**src/rtl/assert_macros.svh**
```systemverilog
// ----------------------------------------------------------------------------
// assert_macros.svh
// Assertion helpers shared by the RTL. Every check is sampled on clk and is
// disabled while rst_n is low.
// ----------------------------------------------------------------------------
`ifndef ASSERT_MACROS_SVH
`define ASSERT_MACROS_SVH

// Same-cycle implication
`define CTH_ASSERT_IMP(label, ante, cons, msg) \
    label: assert property (@(posedge clk) disable iff (!rst_n) (ante) |-> (cons)) \
        else $error(msg);

// Next-cycle implication
`define CTH_ASSERT_NXT(label, ante, cons, msg) \
    label: assert property (@(posedge clk) disable iff (!rst_n) (ante) |=> (cons)) \
        else $error(msg);

`endif

```
**src/rtl/cth_pkg.sv**
```systemverilog
// ----------------------------------------------------------------------------
// cth_pkg
// Shared types, sizes and codes for the color threshold centroid block.
// ----------------------------------------------------------------------------
`default_nettype none

package cth_pkg;

    // Frame geometry limits
    localparam int MAX_WIDTH  = 2048;
    localparam int MAX_HEIGHT = 2048;

    localparam int COL_W = (MAX_WIDTH  > 1) ? $clog2(MAX_WIDTH)  : 1;
    localparam int ROW_W = (MAX_HEIGHT > 1) ? $clog2(MAX_HEIGHT) : 1;

    // Hit counter and its saturation limit
    localparam int CNT_W           = 23;
    localparam int COUNT_FIELD_MAX = (2 ** CNT_W) - 1;
    localparam int FRAME_AREA      = MAX_WIDTH * MAX_HEIGHT;
    localparam int COUNT_LIMIT     = (FRAME_AREA < COUNT_FIELD_MAX) ? FRAME_AREA
                                                                    : COUNT_FIELD_MAX;

    // Divider sizes: the mean never exceeds the largest coordinate
    localparam int QUO_W  = (COL_W > ROW_W) ? COL_W : ROW_W;
    localparam int SUM_W  = QUO_W + CNT_W;
    localparam int STEP_W = $clog2(QUO_W + 1);

    // Field widths
    localparam int PIX_W   = 8;
    localparam int PAINT_W = 24;
    localparam int CENT_W  = 12;

    // Configuration port
    localparam int CFG_IDX_W  = 3;
    localparam int CFG_DATA_W = 24;
    localparam int MODE_W     = 2;

    localparam logic [CFG_IDX_W-1:0] REG_MODE     = 3'd0;
    localparam logic [CFG_IDX_W-1:0] REG_CH1_LOW  = 3'd1;
    localparam logic [CFG_IDX_W-1:0] REG_CH1_HIGH = 3'd2;
    localparam logic [CFG_IDX_W-1:0] REG_CH2_LOW  = 3'd3;
    localparam logic [CFG_IDX_W-1:0] REG_CH2_HIGH = 3'd4;
    localparam logic [CFG_IDX_W-1:0] REG_CH3_LOW  = 3'd5;
    localparam logic [CFG_IDX_W-1:0] REG_CH3_HIGH = 3'd6;
    localparam logic [CFG_IDX_W-1:0] REG_PAINT    = 3'd7;

    // Match modes
    localparam logic [MODE_W-1:0] MODE_BGR  = 2'd0;
    localparam logic [MODE_W-1:0] MODE_HSV  = 2'd1;
    localparam logic [MODE_W-1:0] MODE_GRAY = 2'd2;

    localparam logic [PIX_W-1:0] HUE_TOP = 8'd180;
    localparam logic [PIX_W-1:0] MASK_ON = 8'd255;

    // Pixel transaction
    typedef struct packed {
        logic [PIX_W-1:0] chan1;
        logic [PIX_W-1:0] chan2;
        logic [PIX_W-1:0] chan3;
        logic             end_of_line;
        logic             end_of_frame;
    } cth_pix_t;

    // Result transaction
    typedef struct packed {
        logic [PIX_W-1:0]          mask;
        logic                      hit;
        logic [PAINT_W-1:0]        paint_out;
        logic                      frame_done;
        logic [CNT_W-1:0]          hit_total;
        logic signed [CENT_W-1:0]  centroid_x;
        logic signed [CENT_W-1:0]  centroid_y;
    } cth_res_t;

    // Controller to datapath commands
    typedef struct packed {
        logic accept;
        logic load_pixel;
        logic start_div;
        logic div_step;
        logic load_frame;
    } cth_cmd_t;

    // Datapath to controller status
    typedef struct packed {
        logic div_last;
    } cth_stat_t;

endpackage

`default_nettype wire

```
**src/rtl/color_threshold_centroid.sv**
```systemverilog
// ----------------------------------------------------------------------------
// color_threshold_centroid
// Color range segmentation: per-pixel mask and paint, per-frame hit count
// and hit centroid.
//
//   channel  | direction | handshake            | payload
//   ---------+-----------+----------------------+-----------------------
//   pix      | in        | pix_valid/pix_stall  | cth_pix_t
//   res      | out       | res_valid/res_stall  | cth_res_t
//   cfg      | in        | cfg_we               | cfg_index, cfg_data
//
// An ordinary pixel's result is registered, and the next pixel is taken
// while that result is drained.
// An end-of-frame pixel starts the restoring divider, which yields one
// quotient bit per cycle for both axes at once; then the frame result is loaded.
// Reset loads the default ranges and clears position and accumulators; there
// is no clearing pass. A stalled result holds the pixel side off.
// ----------------------------------------------------------------------------
`default_nettype none

`include "assert_macros.svh"

module color_threshold_centroid
    import cth_pkg::*;
(
    input  wire logic                  clk,
    input  wire logic                  rst_n,
    input  wire logic                  pix_valid,
    output logic                       pix_stall,
    input  wire cth_pix_t              pix,
    output logic                       res_valid,
    input  wire logic                  res_stall,
    output cth_res_t                   res,
    input  wire logic                  cfg_we,
    input  wire logic [CFG_IDX_W-1:0]  cfg_index,
    input  wire logic [CFG_DATA_W-1:0] cfg_data
);

    cth_cmd_t  cmd;
    cth_stat_t stat;

    cth_ctrl u_ctrl (
        .clk       (clk),
        .rst_n     (rst_n),
        .pix_valid (pix_valid),
        .pix_eof   (pix.end_of_frame),
        .pix_stall (pix_stall),
        .res_valid (res_valid),
        .res_stall (res_stall),
        .stat      (stat),
        .cmd       (cmd)
    );

    cth_datapath u_datapath (
        .clk       (clk),
        .rst_n     (rst_n),
        .cfg_we    (cfg_we),
        .cfg_index (cfg_index),
        .cfg_data  (cfg_data),
        .pix       (pix),
        .cmd       (cmd),
        .stat      (stat),
        .res       (res)
    );

    // After a frame end is taken, the pixel side stalls in the next cycle while dividing
    `CTH_ASSERT_NXT(a_eof_busy, pix_valid && !pix_stall && pix.end_of_frame, pix_stall, "pixel taken while dividing")

    // Mask, hit and paint agree
    `CTH_ASSERT_IMP(a_hit_fields, res_valid, (res.hit == (res.mask == MASK_ON)) && (res.hit || (res.paint_out == '0)) && (res.hit || (res.mask == '0)), "inconsistent hit fields")

    // Frame fields stay zero on ordinary pixels
    `CTH_ASSERT_IMP(a_frame_zero, res_valid && !res.frame_done, (res.hit_total == '0) && (res.centroid_x == '0) && (res.centroid_y == '0), "frame fields set on ordinary pixel")

    // Empty frame reports minus one for both axes
    `CTH_ASSERT_IMP(a_empty_frame, res_valid && res.frame_done && (res.hit_total == '0), (res.centroid_x == '1) && (res.centroid_y == '1), "empty frame centroid not minus one")

endmodule

`default_nettype wire

```
**src/rtl/cth_datapath.sv**
```systemverilog
// ----------------------------------------------------------------------------
// cth_datapath
// Configuration registers, range match, hit accumulators, shared restoring
// divider for both centroid axes and the result register.
// ----------------------------------------------------------------------------
`default_nettype none

module cth_datapath
    import cth_pkg::*;
(
    input  wire logic                  clk,
    input  wire logic                  rst_n,
    input  wire logic                  cfg_we,
    input  wire logic [CFG_IDX_W-1:0]  cfg_index,
    input  wire logic [CFG_DATA_W-1:0] cfg_data,
    input  wire cth_pix_t              pix,
    input  wire cth_cmd_t              cmd,
    output cth_stat_t                  stat,
    output cth_res_t                   res
);

    // Configuration registers
    logic [MODE_W-1:0]  mode_reg;
    logic [PIX_W-1:0]   ch1_low_reg, ch1_high_reg;
    logic [PIX_W-1:0]   ch2_low_reg, ch2_high_reg;
    logic [PIX_W-1:0]   ch3_low_reg, ch3_high_reg;
    logic [PAINT_W-1:0] paint_reg;

    // Position and accumulators
    logic [COL_W-1:0] column_reg, column_next;
    logic [ROW_W-1:0] row_reg, row_next;
    logic [CNT_W-1:0] hit_count_reg, hit_count_next;
    logic [SUM_W-1:0] sum_x_reg, sum_x_next;
    logic [SUM_W-1:0] sum_y_reg, sum_y_next;

    // Divider and pending frame result
    logic [SUM_W-1:0]   rem_x_reg, rem_y_reg, dsh_reg;
    logic [QUO_W-1:0]   quo_x_reg, quo_y_reg;
    logic [STEP_W-1:0]  step_reg;
    logic               zero_reg;
    logic [CNT_W-1:0]   total_reg;
    logic [PIX_W-1:0]   pend_mask_reg;
    logic               pend_hit_reg;
    logic [PAINT_W-1:0] pend_paint_reg;

    cth_res_t res_reg;

    logic               ch1_ok, ch2_ok, ch3_ok, match, add_en;
    logic [PIX_W-1:0]   mask_val;
    logic [PAINT_W-1:0] paint_val;
    logic               take_x, take_y;

    function automatic logic in_rng(input logic [PIX_W-1:0] v,
                                    input logic [PIX_W-1:0] lo,
                                    input logic [PIX_W-1:0] hi);
        return (v >= lo) && (v <= hi);
    endfunction

    // Write configuration registers
    always_ff @(posedge clk or negedge rst_n)
    begin
        if (!rst_n)
        begin
            mode_reg     <= MODE_BGR;
            ch1_low_reg  <= '0;
            ch1_high_reg <= '1;
            ch2_low_reg  <= '0;
            ch2_high_reg <= '1;
            ch3_low_reg  <= '0;
            ch3_high_reg <= '1;
            paint_reg    <= '0;
        end
        else if (cfg_we)
        begin
            case (cfg_index)
                REG_MODE:     mode_reg     <= cfg_data[MODE_W-1:0];
                REG_CH1_LOW:  ch1_low_reg  <= cfg_data[PIX_W-1:0];
                REG_CH1_HIGH: ch1_high_reg <= cfg_data[PIX_W-1:0];
                REG_CH2_LOW:  ch2_low_reg  <= cfg_data[PIX_W-1:0];
                REG_CH2_HIGH: ch2_high_reg <= cfg_data[PIX_W-1:0];
                REG_CH3_LOW:  ch3_low_reg  <= cfg_data[PIX_W-1:0];
                REG_CH3_HIGH: ch3_high_reg <= cfg_data[PIX_W-1:0];
                REG_PAINT:    paint_reg    <= cfg_data[PAINT_W-1:0];
                default:      mode_reg     <= mode_reg;
            endcase
        end
    end

    // Test the pixel against the ranges
    always_comb
    begin
        if ((mode_reg == MODE_HSV) && (ch1_high_reg < ch1_low_reg))
        begin
            ch1_ok = (pix.chan1 <= ch1_high_reg) ||
                     ((pix.chan1 >= ch1_low_reg) && (pix.chan1 <= HUE_TOP));
        end
        else
        begin
            ch1_ok = in_rng(pix.chan1, ch1_low_reg, ch1_high_reg);
        end
        ch2_ok = in_rng(pix.chan2, ch2_low_reg, ch2_high_reg);
        ch3_ok = in_rng(pix.chan3, ch3_low_reg, ch3_high_reg);
        if (mode_reg == MODE_GRAY)
        begin
            match = in_rng(pix.chan1, ch1_low_reg, ch1_high_reg);
        end
        else
        begin
            match = ch1_ok && ch2_ok && ch3_ok;
        end
        mask_val  = match ? MASK_ON : '0;
        paint_val = match ? paint_reg : '0;
    end

    // Add the hit unless the count is saturated
    always_comb
    begin
        add_en         = match && (hit_count_reg < CNT_W'(COUNT_LIMIT));
        hit_count_next = hit_count_reg + CNT_W'(add_en);
        sum_x_next     = sum_x_reg + (add_en ? SUM_W'(column_reg) : '0);
        sum_y_next     = sum_y_reg + (add_en ? SUM_W'(row_reg) : '0);
    end

    // Advance the raster position
    always_comb
    begin
        column_next = column_reg;
        row_next    = row_reg;
        if (pix.end_of_frame)
        begin
            column_next = '0;
            row_next    = '0;
        end
        else if (pix.end_of_line)
        begin
            column_next = '0;
            if (row_reg < ROW_W'(MAX_HEIGHT - 1))
            begin
                row_next = row_reg + 1'b1;
            end
        end
        else if (column_reg < COL_W'(MAX_WIDTH - 1))
        begin
            column_next = column_reg + 1'b1;
        end
    end

    always_ff @(posedge clk or negedge rst_n)
    begin
        if (!rst_n)
        begin
            column_reg    <= '0;
            row_reg       <= '0;
            hit_count_reg <= '0;
            sum_x_reg     <= '0;
            sum_y_reg     <= '0;
        end
        else if (cmd.accept)
        begin
            column_reg <= column_next;
            row_reg    <= row_next;
            if (pix.end_of_frame)
            begin
                hit_count_reg <= '0;
                sum_x_reg     <= '0;
                sum_y_reg     <= '0;
            end
            else
            begin
                hit_count_reg <= hit_count_next;
                sum_x_reg     <= sum_x_next;
                sum_y_reg     <= sum_y_next;
            end
        end
    end

    // Restoring divider, one quotient bit per cycle for both axes
    assign take_x = rem_x_reg >= dsh_reg;
    assign take_y = rem_y_reg >= dsh_reg;

    always_ff @(posedge clk or negedge rst_n)
    begin
        if (!rst_n)
        begin
            step_reg <= '0;
        end
        else if (cmd.start_div)
        begin
            step_reg <= '0;
        end
        else if (cmd.div_step)
        begin
            step_reg <= step_reg + 1'b1;
        end
    end

    always_ff @(posedge clk)
    begin
        if (cmd.start_div)
        begin
            rem_x_reg      <= sum_x_next;
            rem_y_reg      <= sum_y_next;
            dsh_reg        <= SUM_W'(hit_count_next) << (QUO_W - 1);
            quo_x_reg      <= '0;
            quo_y_reg      <= '0;
            zero_reg       <= (hit_count_next == '0);
            total_reg      <= hit_count_next;
            pend_mask_reg  <= mask_val;
            pend_hit_reg   <= match;
            pend_paint_reg <= paint_val;
        end
        else if (cmd.div_step)
        begin
            if (take_x)
            begin
                rem_x_reg <= rem_x_reg - dsh_reg;
            end
            if (take_y)
            begin
                rem_y_reg <= rem_y_reg - dsh_reg;
            end
            quo_x_reg <= (quo_x_reg << 1) | QUO_W'(take_x);
            quo_y_reg <= (quo_y_reg << 1) | QUO_W'(take_y);
            dsh_reg   <= dsh_reg >> 1;
        end
    end

    assign stat.div_last = (step_reg == STEP_W'(QUO_W - 1));

    // Load the result register
    always_ff @(posedge clk)
    begin
        if (cmd.load_pixel)
        begin
            res_reg.mask       <= mask_val;
            res_reg.hit        <= match;
            res_reg.paint_out  <= paint_val;
            res_reg.frame_done <= 1'b0;
            res_reg.hit_total  <= '0;
            res_reg.centroid_x <= '0;
            res_reg.centroid_y <= '0;
        end
        else if (cmd.load_frame)
        begin
            res_reg.mask       <= pend_mask_reg;
            res_reg.hit        <= pend_hit_reg;
            res_reg.paint_out  <= pend_paint_reg;
            res_reg.frame_done <= 1'b1;
            res_reg.hit_total  <= total_reg;
            res_reg.centroid_x <= zero_reg ? {CENT_W{1'b1}} : CENT_W'(quo_x_reg);
            res_reg.centroid_y <= zero_reg ? {CENT_W{1'b1}} : CENT_W'(quo_y_reg);
        end
    end

    assign res = res_reg;

endmodule

`default_nettype wire

```
**src/rtl/cth_ctrl.sv**
```systemverilog
// ----------------------------------------------------------------------------
// cth_ctrl
// Sequencer: takes pixels, runs the centroid division at frame end and
// keeps the result valid flag.
// ----------------------------------------------------------------------------
`default_nettype none

module cth_ctrl
    import cth_pkg::*;
(
    input  wire logic      clk,
    input  wire logic      rst_n,
    input  wire logic      pix_valid,
    input  wire logic      pix_eof,
    output logic           pix_stall,
    output logic           res_valid,
    input  wire logic      res_stall,
    input  wire cth_stat_t stat,
    output cth_cmd_t       cmd
);

    localparam logic [1:0] S_IDLE  = 2'd0;
    localparam logic [1:0] S_DIV   = 2'd1;
    localparam logic [1:0] S_FLUSH = 2'd2;

    logic [1:0] state_reg, state_next;
    logic       res_valid_reg, res_valid_next;
    logic       out_free;

    // Result register can take new data when empty or drained this cycle
    assign out_free = !res_valid_reg || !res_stall;

    // Next state and commands
    always_comb
    begin
        state_next = state_reg;
        cmd        = '0;
        pix_stall  = 1'b1;
        case (state_reg)
            S_IDLE:
            begin
                pix_stall = !out_free;
                if (pix_valid && out_free)
                begin
                    cmd.accept = 1'b1;
                    if (pix_eof)
                    begin
                        cmd.start_div = 1'b1;
                        state_next    = S_DIV;
                    end
                    else
                    begin
                        cmd.load_pixel = 1'b1;
                    end
                end
            end
            S_DIV:
            begin
                cmd.div_step = 1'b1;
                if (stat.div_last)
                begin
                    state_next = S_FLUSH;
                end
            end
            S_FLUSH:
            begin
                if (out_free)
                begin
                    cmd.load_frame = 1'b1;
                    state_next     = S_IDLE;
                end
            end
            default:
            begin
                state_next = S_IDLE;
            end
        endcase
    end

    // Set on load, drop when the transaction is taken
    always_comb
    begin
        if (cmd.load_pixel || cmd.load_frame)
        begin
            res_valid_next = 1'b1;
        end
        else if (res_valid_reg && !res_stall)
        begin
            res_valid_next = 1'b0;
        end
        else
        begin
            res_valid_next = res_valid_reg;
        end
    end

    always_ff @(posedge clk or negedge rst_n)
    begin
        if (!rst_n)
        begin
            state_reg     <= S_IDLE;
            res_valid_reg <= 1'b0;
        end
        else
        begin
            state_reg     <= state_next;
            res_valid_reg <= res_valid_next;
        end
    end

    assign res_valid = res_valid_reg;

endmodule

`default_nettype wire

```
**config.mk**
```make
export PLATFORM = sky130hd
export DESIGN_NAME = color_threshold_centroid
export DESIGN_NICKNAME = d
export VERILOG_FILES = /design/src/rtl/cth_pkg.sv /design/src/rtl/color_threshold_centroid.sv /design/src/rtl/cth_datapath.sv /design/src/rtl/cth_ctrl.sv
export VERILOG_INCLUDE_DIRS = /design/src /design/src/rtl
export SDC_FILE = /design/constraint.sdc
export NUM_CORES = 1
export LEC_CHECK = 0
export BUFFER_PORTS_ARGS = -buffer_cell sky130_fd_sc_hd__buf_4
export CAP_MARGIN = 25
export CORE_UTILIZATION = 50
export CTS_CLUSTER_DIAMETER = 40
export CTS_CLUSTER_SIZE = 40
export DETAILED_ROUTE_END_ITERATION = 10
export GPL_TIMING_DRIVEN = 0
export PLACE_DENSITY_LB_ADDON = 0.05
export SKIP_CTS_REPAIR_TIMING = 1
export SYNTH_ARGS = -nofsm -noshare
export SYNTH_HDL_FRONTEND = slang
export SYNTH_HIERARCHICAL = 1
export SYNTH_SLANG_ARGS = --single-unit
```
**constraint.sdc**
```tcl
create_clock -name clk -period 5.25 [get_ports clk]
set_input_delay 0.7875 -clock clk [delete_from_list [all_inputs] [get_ports clk]]
set_output_delay 0.7875 -clock clk [all_outputs]
set_load 0.03 [all_outputs]
```
Word level (Yosys, flattened, before mapping) --
Index checks and enable logic that the tools add are counted.
Operators by class: add/sub/neg operators 8, multiply operators 0, divide/modulo/power cells 0, order comparisons 13, equality and inequality tests 16, shift operators 0, mux-type cells 44, bitwise operators 2, reduce and logical (&&, ||, !) cells 40
Operators by type and width (count):
- $mux 34 | 8
- $mux 81 | 2
- $mux 11 | 8
- $add 34x34->34 | 2
- $ge 34x33->1 | 2
- $sub 34x33->34 | 2
- $mux 33 | 2
- $ge 8x8->1 | 3
- $le 8x8->1 | 3
- $mux 12 | 2
- $mux 24 | 1
- $add 23x1->23 | 1
- $logic_not 23->1 | 1
- $lt 23x23->1 const B | 1
- $mux 23 | 1
- $add 11x1->11 const B | 2
- $lt 11x11->1 const B | 2
- $or 11x1->11 | 2
- $reduce_and 2->1 | 11
- $reduce_bool 2->1 | 7
- $eq 3x3->1 const B | 4
- $logic_and 1x1->1 | 10
- $mux 1 | 10
- $le 8x8->1 const B | 1
- 21 further kinds | 35
Word-level totals: register bits after elaboration 455, bits in latches 0, RAM bits 0, bits in read-only memories 0, input port bits 58, word-level logic and storage cells 157, memories 0

Depth between registers and ports, before layout --
word-level depth 11, gate-level depth with buffers 26, mapped depth without buffers 23

By module --
The synthesis kept the hierarchy.
By module, submodules not included:
- cth_datapath | times used 1, cells each 2440, area an instance 24527.3 µm², sequential area each 11345.9 µm²
- cth_ctrl | times used 1, cells each 19, area an instance 172.7 µm², sequential area each 75.1 µm²

Least setup slack after synthesis --
OpenSTA, ideal clock, no wires.
path kind input port to flip-flop, start point input pix[7] in the netlist's numbering, end point register u_datapath.rem_x_reg[32], data pin, arrival 4.895 ns, required time 4.977 ns, path slack 0.082 ns, stages 23, path buffers 3, path through ha_1 a21o_1 a21o_1 a21oi_1 o21ai_0 o21ai_0 o211ai_1 a221oi_1 clkbuf_1 clkbuf_1 and3_1 ha_1 inv_1 fa_1 nor2b_1 o21a_1 o21ai_0 a21boi_0 a41oi_1 clkbuf_1 nor3_1 xnor2_1 a211oi_1
On the way: word-level cells in the longest chain between the ends 8, elaborated cells between the ends (all ways) 9, those cells by class 1 x add/sub; 2 x order compare; 3 x mux; 3 x reduce/logical
RTL lines:
- from (decl) | RTL line color_threshold_centroid.sv:30 | input wire cth_pix_t pix,
- $ge 8x8->1 / $le 8x8->1 (equally long branches) | RTL line cth_datapath.sv:56 | return (v >= lo) && (v <= hi);
- $logic_and 1x1->1 (*) | RTL line cth_datapath.sv:56
- $logic_and 1x1->1 (*) | RTL line cth_datapath.sv:109 | match = ch1_ok && ch2_ok && ch3_ok;
- $mux 1 (*) | RTL line cth_datapath.sv:103 | if (mode_reg == MODE_GRAY)
- $logic_and 1x1->1 (*) | RTL line cth_datapath.sv:118 | add_en = match && (hit_count_reg < CNT_W'(COUNT_LIMIT));
- $mux 11 (*) | RTL line cth_datapath.sv:120 | sum_x_next = sum_x_reg + (add_en ? SUM_W'(column_reg) : '0);
- $add 34x34->34 (*) | RTL line cth_datapath.sv:120
- $mux 34 (*) | RTL line cth_datapath.sv:199 | if (cmd.start_div)
- to (signal assigned) | RTL line cth_datapath.sv:201 | rem_x_reg <= sum_x_next;
- to (signal assigned) | RTL line cth_datapath.sv:216 | rem_x_reg <= rem_x_reg - dsh_reg;
- to (decl) | RTL line cth_datapath.sv:37 | logic [SUM_W-1:0] rem_x_reg, rem_y_reg, dsh_reg;
Every way passes the cells marked *; elsewhere a longest branch is shown, timed or not. A chain may end at the register's enable or synchronous reset.

Worst setup path in the final report --
start point register u_datapath.ch1_high_reg[5], end point register u_datapath.rem_y_reg[25], data pin
On the way: word-level cells in the longest chain between the ends 10, elaborated cells between the ends (all ways) 13, those cells by class 1 x add/sub; 2 x order compare; 4 x mux; 6 x reduce/logical
RTL lines:
- from (decl) | RTL line cth_datapath.sv:24 | logic [PIX_W-1:0] ch1_low_reg, ch1_high_reg;
- from (signal assigned) | RTL line cth_datapath.sv:78 | REG_CH1_HIGH: ch1_high_reg <= cfg_data[PIX_W-1:0];
- $le 8x8->1 / $lt 8x8->1 (equally long branches) | RTL line cth_datapath.sv:56, cth_datapath.sv:94, cth_datapath.sv:92
- $logic_and 1x1->1 (tied with other cells) | RTL line cth_datapath.sv:56
- $mux 1 | RTL line cth_datapath.sv:92 | if ((mode_reg == MODE_HSV) && (ch1_high_reg < ch1_low_reg))
- $logic_and 1x1->1 (2 in series) | RTL line cth_datapath.sv:109
- $mux 1 (*) | RTL line cth_datapath.sv:103
- $logic_and 1x1->1 (*) | RTL line cth_datapath.sv:118
- $mux 11 (*) | RTL line cth_datapath.sv:121 | sum_y_next = sum_y_reg + (add_en ? SUM_W'(row_reg) : '0);
- $add 34x34->34 (*) | RTL line cth_datapath.sv:121
- $mux 34 (*) | RTL line cth_datapath.sv:199
- to (signal assigned) | RTL line cth_datapath.sv:202 | rem_y_reg <= sum_y_next;
- to (signal assigned) | RTL line cth_datapath.sv:220 | rem_y_reg <= rem_y_reg - dsh_reg;
- to (decl) | RTL line cth_datapath.sv:37
Marks and branches as above.

==> flow_summary_export.csv <==
group,metric,value,unit
routing,first_pass_iters,6,
clocking,htreeDepth,3,
global_route,met2_usage,0.4321,
placement,io_buffer_count,136,
critical_path,worst_path_dominant_cell_family,"compound AO/OA/AOI/OAI gates",
placement,placedCellCount,3261,
logic_synthesis,synth_edf_count,165,
routing,ant_nets,0,
global_route,use_met1,0.3978,
global_route,top_usage_layer,"met2",
clocking,clkLatencyLatePin,600,ps
routing,vias,19630,
cells_and_area,diodes,0,
floorplanning,fp.dieW,224.3,um
cells_and_area,fin_cells,3409,
floorplanning,start_util,0.5056,
critical_path,critPathMaxFanout,10,
critical_path,crit_path_max_incr_delay,530,ps
critical_path,cp_slowest_cell,"dfstp_2",
timing,max_freq,197.0,MHz
critical_path,crit_arrival,5520,ps
placement,hpwl,51150,um
pwr,finalPower,19.50,mW
routing,routedWlPerCell,20.52,um
floorplanning,coreArea,48850,um^2
outcome,status,"finished clean",
floorplanning,num_io_pins,141,
cells_and_area,largest_reg_flops,72,
logic_synthesis,syn_avg_cell_area,10.04,um^2
floorplanning,dieArea,50290,um^2
logic_synthesis,yosys_most_used_dff,"dfrtp_1",
logic_synthesis,yosys_warnings,6,
logic_synthesis,netlist_area,24700,um^2
global_route,grt_use_total,0.2767,
logic_synthesis,ys_async_sr_fraction,0.4429,
global_route,grt_antenna_before_repair,1,
timing,fin_skew,37.79,ps
routing,drcViolationCount,0,
logic_synthesis,synthCells,2459,
logic_synthesis,ys_ff_latch,438,
clocking,numCtsBuffers,73,
clocking,cts.clk_slew.worst_paths,50,ps
timing,drv_slew,0,
cells_and_area,nets,2895,
global_route,grt_first_pass_wirelength,107400,um
global_route,grt_start_max_net_pins,107,
clocking,cts_sinks,438,
critical_path,path_class,"flop to flop",
routing,drt-initial-drc-count,1472,
cells_and_area,design_area,29760,um^2
logic_synthesis,synth_fp_nets,2670,
clocking,root_buffer,"clkbuf_16",
floorplanning,die_y,224.3,um
global_route,grtUsageMet3,0.04402,
run,drv_cap,0,
timing,finalSetupViolations,0,
critical_path,worstPathRequired,5690,ps
timing,finalSetupTns,0,ps
placement,place_area,26610,um^2
timing,period_needed,5076,ps
pwr,ir_worst_vdd,0.0003446,V
cells_and_area,nFillCells,4101,
cells_and_area,areaGrowthSynthToFinish,20.50,%
global_route,first_global_vias,18870,
timing,hold_viol,0,
clocking,cts_tree,"built",
pwr,power.density,655.3,nW/um^2
logic_synthesis,synth_seq_area_share,0.4624,
cells_and_area,fin_util,0.6093,
critical_path,cp_num_buf_inv,4,
worst_hold_path,hp-class,"input pin to async pin",
placement,gp_congestion,0.9177,
critical_path,path_cells,"inv_1 > ha_1 > a21o_1 > a21o_1 > a21oi_1 > a22oi_2 > o21ai_2 > a31oi_2 > a221oi_2 > buf_4 > buf_8 > and3_4 > ha_4 > nand3_1 > o2111ai_2 > nand4_1 > a41o_1 > buf_4 > nor2_1 > and3_1 > xor2_1 > o211a_1",
routing,via_per_inst,5.757,
pwr,power_leakage,12.89,nW
timing,fin_crit_sh,0.9668,
floorplanning,rows,81,
critical_path,start_kind,"flop",
timing,relSlewSlack,0.2639,
clocking,clock_path_buffers,3,
critical_path,cp-end-kind,"flop",
cells_and_area,drive_gt1_frac,0.1668,
routing,drt-total-wl,69940,um
logic_synthesis,synthDistinctLibCells,75,
global_route,overflow,0,
timing,worst_slew_pin_slew,1104,ps
==> per-stage QoR <==
step,hold WS (ps),setup WS [ps]
6_report,182.9,174.1
5_1_grt,246.1,-98.40
4_1_cts,212.9,-1597
3_5_place_dp,462.4,-1933
3_3_place_gp,450.2,-1845
2_1_floorplan,456.6,82.26
==> cells by family after synthesis <==
group / Yosys count / synth area share
AND/OR/NAND/NOR: 717 / 0.1406
AO/OA/AOI/OAI: 595 / 0.1633
flip-flops: 438 / 0.4624
buffers and inverters: 267 / 0.04225
adder cells (fa/ha/maj): 153 / 0.07872
multiplexers: 146 / 0.06200
XOR/XNOR: 143 / 0.05071
==> worst reg2reg max path, cell delays in order (launching register included) <==
cell and delay, ps:
dfstp_2 530, inv_1 50, ha_1 290, a21o_1 190, a21o_1 170, a21oi_1 180, a22oi_2 130, o21ai_2 80
a31oi_2 130, a221oi_2 280, buf_4 210, buf_8 160, and3_4 200, ha_4 140, nand3_1 90, o2111ai_2 280
nand4_1 150, a41o_1 250, buf_4 150, nor2_1 390, and3_1 290, xor2_1 390, o211a_1 200
==> metal layers <==
metal  share of wire  vias to the layer above
li1                -                     9406
met1            0.47                     9593
met2            0.45                      542
met3           0.060                       84
met4           0.018                        0
met5               0                        -
==> power breakdown <==
part           switching (mW)  internal, mW
clock network            1.78          3.31
registers               0.551          5.04
logic                    5.44          3.38
total                    7.77          11.7
==> placed cells by master, fill, tap and decap left out, types with 16 or more instances in the layout <==
cell,n
nor2_1,206
buf_4,159
o21ai_0,117
and3_1,48
or3_1,16
dfxtp_1,79
dfrtp_1,170
xor2_1,61
mux2i_1,90
nand2_1,163
clkbuf_1,103
mux2_2,56
a21o_1,45
edfxtp_1,165
a22o_1,38
ha_1,146
clkbuf_16,81
nor3_1,45
dfstp_2,24
xnor2_1,68
o2bb2ai_1,56
o22ai_1,32
and2_1,31
a32o_1,24
nand3_1,52
o21a_1,19
nor2b_1,24
inv_1,134
nand4_1,39
nand2b_1,25
a21oi_1,139
==> area by class of cell <==
class	instances	area, um^2	area share
Clock buffer	94	2136	0.07176
Sequential cell	438	11420	0.3837
Tap cell	664	830.8	0.02791
Multi-Input combinational cell	1754	12590	0.4232
Timing Repair Buffer	152	1181	0.03969
Inverter	136	510.5	0.01715
Clock inverter	42	519.2	0.01745
Buffer	129	569.3	0.01913
==> worst paths after layout <==
kind                                                   startpoint                                        to  slack, ps  depth (start not counted)
min in group clk                                      cfg_data[8]       u_datapath/paint_reg[8]$_DFFE_PN0P_        410                          2
max                        u_datapath/ch1_high_reg[5]$_DFFE_PN1P_        u_datapath/rem_y_reg[25]$_DFFE_PP_        170                         22
max in group asynchronous                                   rst_n     u_datapath/ch3_low_reg[4]$_DFFE_PN0P_       3970                          2
min reg2reg                     u_datapath/total_reg[4]$_DFFE_PP_           u_datapath/res[28]$_SDFFE_PP0P_        480                          2
max reg2reg                u_datapath/ch1_high_reg[5]$_DFFE_PN1P_        u_datapath/rem_y_reg[25]$_DFFE_PP_        170                         22
min                                                         rst_n  u_datapath/hit_count_reg[19]$_DFFE_PN0P_        180                          1
==> cell usage after synthesis, types with 38 or more instances <==
cell type  number  area [um^2]
xnor2_1        78        683.2
ha_1          149         1864
nand2_1       163        611.8
xor2_1         65        569.3
a21o_1         46        345.3
o21ai_0       124        620.6
nand4_1        39        244.0
a22o_1         38        332.8
nor3_1         50        250.2
edfxtp_1      165         4955
mux2_2         56        630.6
mux2i_1        90        900.9
clkbuf_1      104        390.4
nand3_1        53        265.3
and3_1         49        306.5
a21oi_1       142        710.7
dfxtp_1        79         1582
nor2_1        215        807.0
dfrtp_1       170         4254
o2bb2ai_1      56        490.5
inv_1         135        506.7
Power figures use the tool's default switching activity.
